[src/rtl/pta_pkg.sv]
// Shared constants, types and item codes for the palette tile atlas packer.
package pta_pkg;

    localparam int ATLAS_SIZE     = 1024;
    localparam int FRAG_DIM       = 64;
    localparam int BORDER         = 2;
    localparam int PALETTE_DEPTH  = 256;

    localparam int CELL_SIZE      = FRAG_DIM + 2 * BORDER;
    localparam int CELLS_PER_LINE = ATLAS_SIZE / CELL_SIZE;

    localparam int COORD_W = $clog2(ATLAS_SIZE);
    localparam int SRC_W   = $clog2(FRAG_DIM);
    localparam int CELL_W  = (CELLS_PER_LINE > 1) ? $clog2(CELLS_PER_LINE) : 1;
    localparam int PAL_W   = $clog2(PALETTE_DEPTH);
    localparam int TILE_W  = 9;
    localparam int COLOR_W = 32;
    localparam int CNT_W   = $clog2(BORDER + 2);
    localparam int MODE_W  = 2;

    localparam int QUEUE_DEPTH = 4;
    localparam int QPTR_W      = $clog2(QUEUE_DEPTH);

    typedef enum logic [MODE_W-1:0] {
        MODE_LOAD    = 2'd0,
        MODE_PIXEL   = 2'd1,
        MODE_RESTART = 2'd2
    } t_mode;

    // One placed pixel: a block of nx by ny atlas positions filled with one colour.
    typedef struct packed {
        logic [TILE_W-1:0]  tile;
        logic [COORD_W-1:0] x0;
        logic [COORD_W-1:0] y0;
        logic [CNT_W-1:0]   nx;
        logic [CNT_W-1:0]   ny;
        logic [COLOR_W-1:0] color;
    } t_job;

endpackage

[src/rtl/pta_fifo.sv]
// Short job queue between front end and emitter.
module pta_fifo (
    input  logic          i_clk,
    input  logic          i_rst_n,
    input  logic          i_push,
    input  pta_pkg::t_job i_data,
    output logic          o_full,
    output logic          o_valid,
    output pta_pkg::t_job o_data,
    input  logic          i_pop
);
    import pta_pkg::*;

    t_job              r_q [QUEUE_DEPTH];
    logic [QPTR_W-1:0] r_wr, r_rd;
    logic [QPTR_W:0]   r_cnt;

    assign o_full  = (r_cnt == (QPTR_W + 1)'(QUEUE_DEPTH));
    assign o_valid = (r_cnt != '0);
    assign o_data  = r_q[r_rd];

    always_ff @(posedge i_clk) begin
        if (i_push) begin
            r_q[r_wr] <= i_data;
        end
    end

    always_ff @(posedge i_clk) begin
        if (!i_rst_n) begin
            r_wr  <= '0;
            r_rd  <= '0;
            r_cnt <= '0;
        end else begin
            if (i_push) begin
                r_wr <= QPTR_W'(r_wr + 1'b1);
            end
            if (i_pop) begin
                r_rd <= QPTR_W'(r_rd + 1'b1);
            end
            if (i_push && !i_pop) begin
                r_cnt <= (QPTR_W + 1)'(r_cnt + 1'b1);
            end else if (i_pop && !i_push) begin
                r_cnt <= (QPTR_W + 1)'(r_cnt - 1'b1);
            end
        end
    end

endmodule

[config.mk]
export PLATFORM = sky130hd
export DESIGN_NAME = pta_fifo
export DESIGN_NICKNAME = d
export VERILOG_FILES = /design/src/rtl/pta_pkg.sv /design/src/rtl/pta_fifo.sv
export SDC_FILE = /design/constraint.sdc
export NUM_CORES = 1
export LEC_CHECK = 0
export BUFFER_PORTS_ARGS = -buffer_cell sky130_fd_sc_hd__buf_2
export CORE_ASPECT_RATIO = 1.2
export CORE_MARGIN = 10
export CORE_UTILIZATION = 30
export DETAILED_ROUTE_END_ITERATION = 12
export PLACE_DENSITY = 0.47
export REMOVE_ABC_BUFFERS = 1
export SLEW_MARGIN = 20
export SYNTH_ARGS = -nofsm -noshare
export SYNTH_HDL_FRONTEND = slang
export SYNTH_SLANG_ARGS = --single-unit
[constraint.sdc]
create_clock -name i_clk -period 8.1 [get_ports i_clk]
set_clock_uncertainty 0.05 [all_clocks]
set_input_delay 0 -clock i_clk [delete_from_list [all_inputs] [get_ports i_clk]]
set_output_delay 0 -clock i_clk [all_outputs]
set_load 0.1 [all_outputs]
Word level (Yosys, flattened, before mapping)
Memory sizes are Yosys's and may differ from the RTL's. A register that Yosys moved wholly into a read port is not among the register bits.
Index checks and enable logic that the tools add are counted.

word-level totals
  memory bits (writable) = 260
  word-level logic and storage cells = 21
  memories = 1
  output and inout port bits = 67
  input bits = 69
  register bits after elaboration = 7

memories
  memory  depth  bits a word  rd ports  clocked after memory_dff  wr ports  line            source
  r_q     4      65           1         1                         1         pta_fifo.sv:14  t_job r_q [QUEUE_DEPTH];

cells by class
  reduce and logical (&&, ||, !) cells = 6
  equality and inequality tests = 1
  multiplexer cells = 6
  add/subtract/negate cells = 4

operators with widths
  operator                                                            number
  3-bit 2-to-1 mux                                                    2
  2-bit by 1-bit adder with 2-bit output, second input constant       2
  2-bit 2-to-1 mux                                                    2
  3-bit by 1-bit adder with 3-bit output, second input constant       1
  3-bit equality test, second input constant                          1
  3-bit nonzero test                                                  1
  3-bit by 1-bit subtractor with 3-bit output, second input constant  1
  1-bit logical AND                                                   2
  1-bit zero test                                                     2
  1-bit 2-to-1 mux                                                    2
  2-bit nonzero test                                                  1

Longest topological paths before layout
  word-level depth = 4
  gate-level depth with buffers = 7
  depth with buffers taken out = 7

Worst setup path after synthesis
No wires, ideal clock.

  kind = register -> output
  start = register r_cnt[0]
  end = output port o_full
  setup slack = 5.501 ns
  cell stages (with the launch flop) = 2
  data arrival time = 2.549 ns
  required time = 8.050 ns
  path buffers = 0
  cell sequence = dfxtp_1 nor3b_1

on the way
  word-level cells in the longest chain between the ends = 1

ends and longest elaborated chain
  item                      line            source
  start: declaration        pta_fifo.sv:16  logic [QPTR_W:0] r_cnt;
  start signal: assignment  pta_fifo.sv:41  r_cnt <= (QPTR_W + 1)'(r_cnt + 1'b1);
  start signal: assignment  pta_fifo.sv:43  r_cnt <= (QPTR_W + 1)'(r_cnt - 1'b1);
  3-bit equality test       pta_fifo.sv:18  assign o_full = (r_cnt == (QPTR_W + 1)'(QUEUE_DEPTH));
  end: declaration          pta_fifo.sv:7   output logic o_full,

No other way between the ends.

==> impl_metrics.csv <==
group,metric,value,unit
drt,drtPass1Iterations,4,
setup_path,r2r-start,"r_wr[0]",
pwr,peakVddDrop,0.2070,mV
timing,grt_setup_unrepaired,"no",
clock_tree,hold_buffers,68,
setup_path,worst-path-max-fanout,40,
drt,drt_iter0_markers,307,
setup_path,crit_buf_inv,2,
synthesis,yosysSeqAreaShare,0.8092,
finish,mostFrequentLayoutCells,"edfxtp_1 (260), buf_2 (135), dlygate4sd3_1 (68)",
floorplanning,fp.coreArea,32340,um2
finish,fin_nets,682,
synthesis,syn_inst,382,
global_routing,grt_pass1_wl,32630,um
synthesis,avgSynthCellArea,25.84,um2
min_path,hold_start,"i_data[17]",
synthesis,yosys_warnings,0,
pwr,p_clk_frac,0.373,
clock_tree,postCtsSetupBuffers,0,
setup_path,cp_top_family,"buffers and inverters",
finish,antenna-diode-count,0,
clock_tree,cts_resized,0,
pwr,totalPowerFinal,3.673,mW
timing,worstMarginPinSlew,0.9036,ns
setup_path,r2r_cells,4,
placement,io_buffers,135,
min_path,min_path_type,"input port to flop",
pwr,p_leak,4.307,nW
setup_path,slowest_stage,"buf_4",
pwr,p_int,2.583,mW
setup_path,end_kind,"primary output",
synthesis,ys_ff_latch,269,
pwr,comb_power_share,0.184,
timing,fin_setup_tns,0,ns
setup_path,startpoint_type,"flop",
drt,ant_nets,0,
global_routing,grt-ovfl-total,0,
timing,period_share,0.3820,
setup_path,worstReg2RegEnd,"r_q[0][13]",
floorplanning,start_util,0.3052,
clock_tree,cts_tree,"yes",
timing,setup_viol,0,
finish,final_common_cell,"edfxtp_1",
global_routing,antenna_found_initial,1,
floorplanning,num_rows,72,
clock_tree,cts_buffers,28,
floorplanning,fp.dieH,218.7,um
run,drv_cap,0,
synthesis,synth_top_area_cell,"edfxtp_1",
floorplanning,die-area,40590,um2
drt,drc_errors,0,
setup_path,worstPathRequired,8.05,ns
clock_tree,clk_latency,0.55,ns
min_path,holdPathEnd,"r_q[2][17]",
clock_tree,htree_levels,1,
clock_tree,clock_sinks,269,
timing,slew_headroom,0.3976,
synthesis,syn_area,9871,um2
outcome,status,"complete, no violations",
clock_tree,clock-root-buffer,"clkbuf_16",
timing,fmax,323.2,MHz
drt,avgRoutedWirePerCell,20.37,um
finish,drive_above_1_share,0.4102,
setup_path,rrSetupSlack,6.25,ns
drt,viasPerCell,4.563,
drt,vias,4727,
clock_tree,max-clock-path-buffers,3,
setup_path,cpPeakStageDelay,0.80,ns
placement,gp_congestion,0.6485,
pwr,power.density,289.0,nW/um2
synthesis,yosys.area.top_type_share,0.7910,
pwr,netSwitchingFraction,0.2966,
setup_path,path_class,"flop to primary output",
finish,fillers,2898,
global_routing,grt_max_degree,66,
pwr,seqPwrFrac,0.443,
timing,fin_crit,3.094,ns
synthesis,synth_area_leaders,"edfxtp_1 (79%), mux4_2 (15%), dfxtp_1 (1.8%), buf_12 (1.0%), ha_1 (0.63%)",
timing,finalHoldViolations,0,
floorplanning,die_w,185.6,um
global_routing,first_global_vias,5489,
pwr,p_switching,1.089,mW
finish,area_growth,28.72,%
floorplanning,io-pin-count,136,
clock_tree,clk_pin_slew,0.06,ns
global_routing,grtUsageTotal,0.1046,
drt,routed_wl,21100,um
timing,final_max_slew_viol_count,0,
min_path,holdPathStages,2,
synthesis,synth_cell_type_count,21,
setup_path,crit_chain,"buf_4 -> mux4_2 -> buf_2",
setup_path,cp.arrival,3.04,ns
## cells in the mapped netlist (all sizes together)
library cell and count:
mux2i 2, and2 9, nor2b 2, ha 5, nand2 1, fa 1
xnor2 2, edfxtp 260, buf 13, o21ai 1, nor3b 1, dfxtp 9
mux4 65, clkbuf 1, xor2 3, inv 4, a21boi 1, or3 2
## worst max-delay path by stage
| stage | end | startpoint | cells after the start | slack [ns] |
|---|---|---|---|---|
| after floorplan | o_data[0] | flop | 1 | 4.35 |
| after detailed placement | o_data[41] | flop | 3 | 5.39 |
| final | o_data[41] | flop | 3 | 5.01 |
| after global placement | o_data[41] | flop | 3 | 5.42 |
| after global routing | o_data[41] | flop | 3 | 4.68 |
| after CTS | o_data[41] | flop | 3 | 4.77 |
## power groups by stage
stage	clock network, mW	logic (mW)	registers, mW
finish	1.37	0.677	1.63
global route	1.46	0.706	1.63
CTS	1.42	0.681	1.64
detailed placement	0	0.653	1.67
global placement	0	0.642	1.66
floorplan	0	0.520	1.66
## worst register-to-register path, delay by kind of cell, from the launching register on
kind / cells / cell delay, ns
fa+ha+maj: 1 / 0.14
buf+inv: 2 / 0.41
flops: 1 / 0.35
simple gates: 1 / 0.57
## per-layer routing
| layer | up-vias | track usage | wire length, um | part of all wire |
|---|---|---|---|---|
| met2 | 119 | 0.1813 | 10740 | 0.51 |
| li1 | 2083 | - | - | - |
| met4 | 2 | 0.03579 | 543 | 0.026 |
| met3 | 39 | 0.02606 | 1221 | 0.058 |
| met1 | 2484 | 0.1235 | 8587 | 0.41 |
| met5 | - | 0 | 13 | 0.00062 |
## stage by stage
step	util	area [um2]	worst slack, ns	hold slack [ns]	instances
floorplan	-	9718	4.354	0.04887	368
detailed placement	0.3404	11010	5.388	0.1680	915
finish	0.3929	12710	5.006	0.1455	1036
CTS	0.3920	12680	4.768	0.1073	1035
global placement	0.3379	10930	5.416	0.1587	911
global route	0.3929	12710	4.678	0.1357	1036
## cell families (layout without fill, tap and decap cells)
family | Yosys count | after routing | synth area share
AO/OA/AOI/OAI | 2 | 2 | 0.001267
flip-flops | 269 | 269 | 0.8092
XOR/XNOR | 5 | 5 | 0.004437
multiplexers | 67 | 67 | 0.1503
adder cells (fa/ha/maj) | 6 | 6 | 0.008366
AND/OR/NAND/NOR | 15 | 15 | 0.009379
buffers and inverters | 18 | 265 | 0.01699
## state kept, by name (all words and copies together) (netlist names), named ones only
register	cells
r_cnt	3
r_q	260
r_rd	2
r_wr	2
## cell type report
| type | count | area (um2) | area share |
|---|---|---|---|
| Tap cell | 407 | 509.2 | 0.04008 |
| Clock buffer | 30 | 708.2 | 0.05574 |
| Multi-Input combinational cell | 95 | 1725 | 0.1358 |
| Inverter | 4 | 15.01 | 0.001182 |
| Clock inverter | 22 | 281.5 | 0.02216 |
| Timing Repair Buffer | 209 | 1471 | 0.1158 |
| Sequential cell | 269 | 7995 | 0.6292 |
Power figures use the tool's default switching activity.
