==> src/rtl/pta_pkg.sv <==
// Shared constants, types and item codes for the palette tile atlas packer.
package pta_pkg;

    localparam int ATLAS_SIZE     = 1024;
    localparam int FRAG_DIM       = 64;
    localparam int BORDER         = 2;
    localparam int PALETTE_DEPTH  = 256;

    localparam int CELL_SIZE      = FRAG_DIM + 2 * BORDER;
    localparam int CELLS_PER_LINE = ATLAS_SIZE / CELL_SIZE;

    localparam int COORD_W = $clog2(ATLAS_SIZE);
    localparam int SRC_W   = $clog2(FRAG_DIM);
    localparam int CELL_W  = (CELLS_PER_LINE > 1) ? $clog2(CELLS_PER_LINE) : 1;
    localparam int PAL_W   = $clog2(PALETTE_DEPTH);
    localparam int TILE_W  = 9;
    localparam int COLOR_W = 32;
    localparam int CNT_W   = $clog2(BORDER + 2);
    localparam int MODE_W  = 2;

    localparam int QUEUE_DEPTH = 4;
    localparam int QPTR_W      = $clog2(QUEUE_DEPTH);

    typedef enum logic [MODE_W-1:0] {
        MODE_LOAD    = 2'd0,
        MODE_PIXEL   = 2'd1,
        MODE_RESTART = 2'd2
    } t_mode;

    // One placed pixel: a block of nx by ny atlas positions filled with one colour.
    typedef struct packed {
        logic [TILE_W-1:0]  tile;
        logic [COORD_W-1:0] x0;
        logic [COORD_W-1:0] y0;
        logic [CNT_W-1:0]   nx;
        logic [CNT_W-1:0]   ny;
        logic [COLOR_W-1:0] color;
    } t_job;

endpackage

==> src/rtl/pta_back.sv <==
// Emitter: walks each job's block of positions, one result per cycle while i_stall is low.
module pta_back (
    input  logic                          i_clk,
    input  logic                          i_rst_n,
    input  logic                          i_job_valid,
    input  pta_pkg::t_job                 i_job,
    output logic                          o_pop,
    output logic                          o_valid,
    input  logic                          i_stall,
    output logic [pta_pkg::TILE_W-1:0]    o_tile,
    output logic [pta_pkg::COORD_W-1:0]   o_pos_x,
    output logic [pta_pkg::COORD_W-1:0]   o_pos_y,
    output logic [pta_pkg::COLOR_W-1:0]   o_color,
    output logic                          o_last
);
    import pta_pkg::*;

    logic [CNT_W-1:0] r_i, r_j;
    logic             adv, x_end, y_end, emit;

    assign adv   = !o_valid || !i_stall;
    assign emit  = adv && i_job_valid;
    assign x_end = (r_j == CNT_W'(i_job.nx - 1'b1));
    assign y_end = (r_i == CNT_W'(i_job.ny - 1'b1));
    assign o_pop = emit && x_end && y_end;

    always_ff @(posedge i_clk) begin
        if (emit) begin
            o_tile  <= i_job.tile;
            o_pos_x <= COORD_W'(i_job.x0 + COORD_W'(r_j));
            o_pos_y <= COORD_W'(i_job.y0 + COORD_W'(r_i));
            o_color <= i_job.color;
            o_last  <= x_end && y_end;
        end
    end

    always_ff @(posedge i_clk) begin
        if (!i_rst_n) begin
            o_valid <= 1'b0;
            r_i     <= '0;
            r_j     <= '0;
        end else if (adv) begin
            o_valid <= i_job_valid;
            if (i_job_valid) begin
                if (x_end) begin
                    r_j <= '0;
                    r_i <= y_end ? '0 : CNT_W'(r_i + 1'b1);
                end else begin
                    r_j <= CNT_W'(r_j + 1'b1);
                end
            end
        end
    end

endmodule
==> config.mk <==
export PLATFORM = sky130hd
export DESIGN_NAME = pta_back
export DESIGN_NICKNAME = d
export VERILOG_FILES = /design/src/rtl/pta_pkg.sv /design/src/rtl/pta_back.sv
export SDC_FILE = /design/constraint.sdc
export NUM_CORES = 1
export LEC_CHECK = 0
export BUFFER_PORTS_ARGS = -buffer_cell sky130_fd_sc_hd__buf_2
export CAP_MARGIN = 20
export CORE_MARGIN = 10
export CORE_UTILIZATION = 41
export CTS_CLUSTER_DIAMETER = 120
export DETAILED_ROUTE_END_ITERATION = 8
export PLACE_DENSITY = 0.81
export SLEW_MARGIN = 20
export SYNTH_ARGS = -nofsm -noshare
export SYNTH_HDL_FRONTEND = slang
export SYNTH_SLANG_ARGS = --single-unit
==> constraint.sdc <==
create_clock -name i_clk -period 3.1 [get_ports i_clk]
set_clock_uncertainty 0.1 [all_clocks]
set_input_delay 0 -clock i_clk [delete_from_list [all_inputs] [get_ports i_clk]]
set_output_delay 0 -clock i_clk [all_outputs]
set_load 0.01 [all_outputs]
## Word-level counts from Yosys, hierarchy flattened

Index checks and enable logic that the tools add are counted.

| word-level totals | value |
|---|---|
| bits in registers | 67 |
| bits of input ports | 69 |
| output and inout port bits | 64 |
| logic and storage cells | 27 |

| cells by class | value |
|---|---|
| add/subtract/negate cells | 6 |
| eq/ne operators | 2 |
| mux-type cells | 2 |
| reductions and logical operators | 9 |

Operators by type and width:

| cell | number |
|---|---|
| 10-bit by 2-bit adder with 10-bit output | 2 |
| 2-bit by 1-bit adder with 2-bit output, second input constant | 2 |
| 2-bit equality test | 2 |
| 1-bit logical AND | 4 |
| 2-bit 2-to-1 mux | 2 |
| 2-bit by 1-bit subtractor with 2-bit output, second input constant | 2 |
| 3-bit AND reduction | 1 |
| 1-bit logical NOT | 2 |
| 2-bit AND reduction | 1 |
| 1-bit logical OR | 1 |

## Logic depth before layout (Yosys ltp)

Gate-level depths: netlist of run 1.

| logic depth | value |
|---|---|
| word-level depth | 5 |
| gate-level depth with buffers | 6 |
| gate-level depth less buffers | 5 |

## Least setup slack after synthesis of run 1

No wires, ideal clock.

| timing path | value |
|---|---|
| path kind | reg-to-reg |
| start point | register o_valid |
| end point | register r_j[1] |
| arrival | 2.310 ns |
| setup slack | 0.574 ns |
| cell stages (with the launch flop) | 7 |
| path buffers | 1 |
| clock period less this slack | 2.526 ns |
| cell sequence | dfxtp_1 > a21bo_2 > buf_6 > inv_1 > nand3_1 > a21oi_1 > nor2_1 |

| between the ends | value |
|---|---|
| cells in the longest elaborated chain, start to end | 3 |

RTL lines:

| item | RTL line | text |
|---|---|---|
| start: declaration | pta_back.sv:8 | `output logic o_valid,` |
| start signal: assignment | pta_back.sv:43 | `o_valid <= i_job_valid;` |
| 1-bit logical NOT | pta_back.sv:21 | `assign adv = !o_valid \|\| !i_stall;` |
| 1-bit logical OR | pta_back.sv:21 |  |
| 2-bit AND reduction (no source line) | - |  |
| end signal: assignment | pta_back.sv:49 | `r_j <= CNT_W'(r_j + 1'b1);` |
| end: declaration | pta_back.sv:18 | `logic [CNT_W-1:0] r_i, r_j;` |

Every way passes these cells.
A chain may end at the register's enable or synchronous reset.

## Final worst setup path of run 1

| timing path | value |
|---|---|
| start point | register r_j[0] |
| end point | register o_pos_x[8] (netlist bit), data pin |

| between the ends | value |
|---|---|
| cells in the longest elaborated chain, start to end | 1 |

RTL lines:

| item | RTL line | text |
|---|---|---|
| 10-bit by 2-bit adder with 10-bit output | pta_back.sv:30 | `o_pos_x <= COORD_W'(i_job.x0 + COORD_W'(r_j));` |
| end signal: assignment | pta_back.sv:30 |  |
| end: declaration | pta_back.sv:11 | `output logic [pta_pkg::COORD_W-1:0] o_pos_x,` |

Every way passes these cells.

==> flow_summary.toml, run 1 <==
[logic_synthesis]
syn_area_per_cell_um2 = 17.8
syn-num-nets = 217
netlist_area_um2 = 2520
ys_seq_area_frac = 0.777
ys_top_cells_by_area = "edfxtp_1 (74%), xnor2_1 (4.2%), dfxtp_1 (4.0%), ha_1 (2.0%), nand3_1 (1.8%)"
async_flop_share = 0
ys.flop_type = "edfxtp_1"
synth_edf_count = 62
synth-seq-cells = 67
synth.largest_area_cell = "edfxtp_1"
synth.distinct_cells = 28
yosysTopAreaCellShare = 0.737
yosysWarnings = 0
synthCells = 142

[floorplan]
die-area_um2 = 9700
placeableCoreArea_um2 = 5960
die_x_um = 98.5
die_h_um = 98.5
std_cell_rows = 28
start_util = 0.424
ioPinCount = 133

[critical_path]
critPathLaunchType = "flop"
path_cells = "ha_1, fa_1, and3_1, nand3_1, xnor2_1, dlygate4sd3_1"
crit_start = "r_j[0]$_SDFFE_PN0N_"
cp_data_arrival_time_ns = 2.30
crit_fanout = 7
crit_slowest_cell = "dlygate4sd3_1"
critPathKind = "flop to flop"
crit_required_ns = 3.08
slowest_delay_ns = 0.57
r2r-start = "r_j[0]$_SDFFE_PN0N_"
worst_setup_path_end_kind = "flop"

[detailed_routing]
antenna_left = 0
wl_per_cell_um = 16.0
route.detailed.drc = 0
via_count = 2009
drt-total-wl_mm = 7.09
via_per_inst = 4.53
firstDrtPassIters = 6
first_iter_violations = 59

[finish]
final_cell_mix = "buf_2 (132), dlygate4sd3_1 (76), edfxtp_1 (62), xnor2_1 (12)"
final_cells = 443
drive_gt1_frac = 0.407
area_delta_synth_final_pct = 67.3
fillers = 409
final_nets = 436
layout_commonest_cell = "buf_2"
stdcell_area_um2 = 4230

[clock_tree]
cts_buffer_depth = 2
cts.clk_slew.worst_paths_ns = 0.07
htreeDepth = 3
cts.sink_count = 67
numCtsBuffers = 9
postCtsSetupBuffers = 0
cts-root-buf = "clkbuf_8"
cts_tree = "done"
cts_resized = 0
clock_latency_ns = 0.32
cts_hold_buf = 76

[power_and_ir_drop]
p_per_area_nw_per_um2 = 478
vdd_drop_max_mv = 0.363
total_power_uw = 2020
p_leak_uw = 0.00178

[timing]
final_hold_viol_count = 0
period_minus_slack_ns = 2.33
finalSetupTns_ns = 0
fmax_ghz = 0.430
slew_headroom = 0.482
tightest_slew_ns = 0.777
setup_ws_ns = 0.774
finalCritPeriodShare = 0.750
rsz0062_at_grt = "no"
setup_violations = 0
maxSlewViolCount = 0

[grt]
grt_max_degree = 63
grt_use_met1 = 0.145
grt.overflow.total = 0
grt_pass1_vias = 2096
grt_util_met2 = 0.248
grt_pass1_wl_mm = 10.7
antenna_found_initial = 2
grt_usage = 0.140
busiest_layer = "met2"
gr-usage-met3 = 0.0461

[placed_design]
place_inst = 349
hpwl_mm = 4.83
placed_cell_area_um2 = 3280
gp_congestion = 0.797
pre_cts_slack_ns = 1.30
portBuffers = 132

[hold_path]
min_path_type = "primary input to flop"
worstHoldStart = "i_stall"

[outcome]
status = "finished, final reports clean"

[flow_run]
cap_violations = 0
power breakdown:
part	switching (uW)	internal [uW]	total, uW	leakage (uW)
Clock	309	363	673	0.0000850
Sequential	16.5	1050	1070	0.000641
Combinational	126	150	276	0.00105
synthesized netlist by cell type, types with 2 or more instances:
cell,n
nor2b_1,5
edfxtp_1,62
nand2_1,5
o211ai_1,2
a21oi_1,7
fa_1,2
xor2_1,5
xnor2_1,12
and3_1,2
nand3_1,9
o31ai_1,2
inv_1,2
dfxtp_1,5
ha_1,4
nand4_1,2
a211oi_1,2
nor2_1,3
stage by stage:
stage,utilization,hold slack [ns]
after detailed placement,0.550,0.0782
final,0.709,0.0325
after global routing,0.709,0.0496
after global placement,0.550,0.0771
after CTS,0.709,0.00550
after floorplan,-,-0.00113
metal layers:
layer,up-vias,wire length [um]
li1,985,-
met3,9,481
met4,0,150
met1,931,2720
met5,-,0
met2,84,3740
cell type report:
type | count | area, um^2 | area share
antenna | 2 | 5.00 | 0.00118
clock buffer | 10 | 128 | 0.0302
sequential | 67 | 1960 | 0.464
inverter | 2 | 7.51 | 0.00178
clock inverter | 6 | 56.3 | 0.0133
timing repair buffer | 209 | 1430 | 0.338
multi-input combinational | 72 | 544 | 0.129
tap | 75 | 93.8 | 0.0222
cell families (layout without fill, tap and decap cells):
group,count (synthesis),after routing,share of synthesized area
flip-flops,67,67,0.777
AND/OR/NAND/NOR,31,31,0.0669
multiplexers,1,1,0.00545
buffers and inverters,3,227,0.00743
AO/OA/AOI/OAI,16,16,0.0421
XOR/XNOR,18,18,0.0654
other,0,2,0
adder cells (fa/ha/maj),6,6,0.0357
flip-flops by register name, summed over array words and instances, names as in the netlist:
name	count
o_pos_x	10
r_i	2
o_valid	1
o_color	32
o_tile	9
o_pos_y	10
o_last	1
r_j	2
final timing paths:
| kind | end | slack (ns) | cells past startpoint |
|---|---|---|---|
| worst max-delay path | o_pos_x[8]$_DFFE_PN_ | 0.77 | 6 |
| worst min-delay path | r_i[1]$_SDFFE_PN0P_ | 0.03 | 3 |
| worst max register to register | o_pos_x[8]$_DFFE_PN_ | 0.77 | 6 |
| worst min register to register | r_i[0]$_SDFFE_PN0P_ | 0.46 | 2 |
critical path: cells and delay by family, from the launching register on:
kind | cells | cell delay [ns]
AND/OR/NAND/NOR | 2 | 0.34
adder cells (fa/ha/maj) | 2 | 0.64
XOR/XNOR | 1 | 0.07
flip-flops | 1 | 0.37
buffers and inverters | 1 | 0.57
Power figures use the tool's default switching activity.
==> run 2: changes to the inputs <==
--- a/config.mk
+++ b/config.mk
@@ -5,13 +5,14 @@
 export SDC_FILE = /design/constraint.sdc
 export NUM_CORES = 1
 export LEC_CHECK = 0
+export ABC_AREA = 1
 export BUFFER_PORTS_ARGS = -buffer_cell sky130_fd_sc_hd__buf_2
 export CAP_MARGIN = 20
 export CORE_MARGIN = 10
-export CORE_UTILIZATION = 41
+export CORE_UTILIZATION = 40
 export CTS_CLUSTER_DIAMETER = 120
 export DETAILED_ROUTE_END_ITERATION = 8
-export PLACE_DENSITY = 0.81
+export PLACE_DENSITY = 0.82
 export SLEW_MARGIN = 20
 export SYNTH_ARGS = -nofsm -noshare
 export SYNTH_HDL_FRONTEND = slang
==> constraint.sdc (replaced) <==
create_clock -name i_clk -period 2.05 [get_ports i_clk]
set_clock_uncertainty 0.1 [all_clocks]
set_input_delay 0 -clock i_clk [delete_from_list [all_inputs] [get_ports i_clk]]
set_output_delay 0 -clock i_clk [all_outputs]
set_load 0.01 [all_outputs]
==> run 2 against run 1 <==
Worst setup slack got worse by 0.72 ns; via count increased by 4.6%; count of clock-buffer cells in the layout unchanged.
==> flow_summary.toml, run 2 <==
[logic_synthesis]
synth.distinct_cells = 16
syn-num-nets = 245
ys.flop_type = "edfxtp_1"
syn_area_per_cell_um2 = 15.0
synth_edf_count = 62
async_flop_share = 0
netlist_area_um2 = 2550
synth-seq-cells = 67
ys_top_cells_by_area = "edfxtp_1 (73%), xor2_1 (4.1%), dfxtp_1 (3.9%), nand2_1 (3.8%), inv_1 (2.8%)"
post-synth-top-count-cell = "edfxtp_1"
synth_commonest_cells = "edfxtp_1 (62), nand2_1 (26), inv_1 (19), xor2_1 (12), nand3_1 (11)"
ys_seq_area_frac = 0.770
yosysWarnings = 0
yosysTopAreaCellShare = 0.730
synthCells = 170
synth.largest_area_cell = "edfxtp_1"

[finish]
final_nets = 456
drive_gt1_frac = 0.404
fin_util = 0.669
largest_reg_flops = 32
final_cell_mix = "buf_2 (132), dlygate4sd3_1 (67), edfxtp_1 (62), nand2_1 (24), inv_1 (18)"
area_delta_synth_final_pct = 64.8
layout_commonest_cell = "buf_2"
largest_register = "o_color"
reg_top3 = "o_color: 32 flops, o_pos_x: 10 flops, o_pos_y: 10 flops"

[floorplan]
start_util = 0.406
ioPinCount = 133
die-area_um2 = 9970
std_cell_rows = 29
die_x_um = 99.8
placeableCoreArea_um2 = 6280
die_h_um = 99.8

[clock_tree]
cts.sink_count = 67
clock_latency_ns = 0.32
cts-root-buf = "clkbuf_8"
cts_tree = "done"
cts.clk_slew.worst_paths_ns = 0.07
htreeDepth = 3
postCtsSetupBuffers = 0
cts_buffer_depth = 2
numCtsBuffers = 9

[timing]
maxSlewViolCount = 0
finalCritPeriodShare = 0.971
setup_ws_ns = 0.0586
rsz0062_at_grt = "no"
finalSetupTns_ns = 0
tightest_slew_ns = 0.327
fmax_ghz = 0.502
final_hold_viol_count = 0
slew_headroom = 0.782
period_minus_slack_ns = 1.99
setup_violations = 0

[critical_path]
slowest_delay_ns = 0.55
cp_data_arrival_time_ns = 1.97
r2r_cells = 6
r2r_slack_ns = 0.06
crit_fanout = 6
crit_slowest_cell = "dlygate4sd3_1"
worst_setup_path_end_kind = "flop"
r2r-start = "r_i[1]$_SDFFE_PN0P_"
timing.rr.end = "o_pos_y[9]$_DFFE_PN_"
path_cells = "ha_1, nand3_1, nand2_2, nand4_1, xnor2_1, dlygate4sd3_1"
critPathKind = "flop to flop"
critPathLaunchType = "flop"
crit_required_ns = 2.03

[placed_design]
portBuffers = 132
pre_cts_slack_ns = 0.320
hpwl_mm = 5.25
gp_congestion = 0.862

[detailed_routing]
wl_per_cell_um = 16.5
via_per_inst = 4.52
route.detailed.drc = 0
firstDrtPassIters = 4
antenna_left = 0
drt-total-wl_mm = 7.66
via_count = 2101
first_iter_violations = 82

[flow_run]
cap_violations = 0

[power_and_ir_drop]
p_per_area_nw_per_um2 = 734
vdd_drop_max_mv = 0.539
p_leak_uw = 0.00185
total_power_uw = 3080

[grt]
grt_max_degree = 62
grt.overflow.total = 0
grt_pass1_vias = 2320
grt_usage = 0.149
antenna_found_initial = 2
grt_pass1_wl_mm = 11.6

[hold_path]
worstHoldStart = "i_job[33]"
min_path_cells = 6
whs_endpoint = "r_i[0]$_SDFFE_PN0P_"
min_path_type = "primary input to flop"

[outcome]
status = "finished, final reports clean"
run 2: cells by family after synthesis:
family	count (synthesis)	share of synthesized area
compound gates	8	0.0157
xor+xnor	17	0.0584
fa+ha+maj	6	0.0353
buf+inv	19	0.0280
flops	67	0.770
simple gates	53	0.0928
run 2: critical path, delay by kind of cell (launching register included):
family	cells	cell delay, ns
xor gates and xnor gates	1	0.15
adders and majority gates	1	0.28
buffers and inverters	1	0.55
DFF	1	0.36
and+or+nand+nor	3	0.31
run 2: timing repair:
item / CTS / global route
hold endpoints to repair: 66 / 0
hold buffers: 67 / 0
endpoints found under the setup margin: 0 / 2
gates resized for setup: 0 / 2
run 2: metal layers:
| metal | GRT usage | share of wire | routed length, um |
|---|---|---|---|
| met2 | 0.287 | 0.59 | 4500 |
| met3 | 0.0405 | 0.061 | 471 |
| met1 | 0.133 | 0.32 | 2490 |
| met5 | 0 | 0 | 0 |
| met4 | 0.0937 | 0.026 | 201 |
run 2: worst max-delay path by stage:
| stage | from | endpoint | slack, ns | depth (start not counted) |
|---|---|---|---|---|
| floorplan | o_valid$_SDFFE_PN0N_ | r_j[1]$_SDFFE_PN0N_ | 0.01 | 7 |
| global placement | r_i[0]$_SDFFE_PN0P_ | o_pos_y[8]$_DFFE_PN_ | 0.39 | 6 |
| detailed placement | r_i[0]$_SDFFE_PN0P_ | o_pos_y[8]$_DFFE_PN_ | 0.32 | 6 |
| CTS | r_i[1]$_SDFFE_PN0P_ | o_pos_y[9]$_DFFE_PN_ | 0.02 | 6 |
| global route | r_i[1]$_SDFFE_PN0P_ | o_pos_y[9]$_DFFE_PN_ | 0.006 | 6 |
| finish | r_i[1]$_SDFFE_PN0P_ | o_pos_y[9]$_DFFE_PN_ | 0.06 | 6 |
run 2: area by class of cell:
cell class                 instances  area [um^2]
timing repair buffer             200         1350
inverter                          19         75.1
multi-input combinational         84          526
clock buffer                      10          128
tap                               77         96.3
fill                             460         2080
clock inverter                     6         56.3
antenna                            2         5.00
sequential                        67         1960
run 2: metrics by stage:
stage               hold WS, ns  std cells  instance area (um^2)
floorplan              -0.00113        170                  2560
global placement         0.0771        380                  3340
detailed placement       0.0781        380                  3340
CTS                     0.00587        463                  4190
global route             0.0867        465                  4200
finish                   0.0199        465                  4200
run 2: power breakdown:
group          internal (uW)  switching [uW]
clock                    551             468
sequential              1600            26.4
combinational            221             217
total                   2370             712
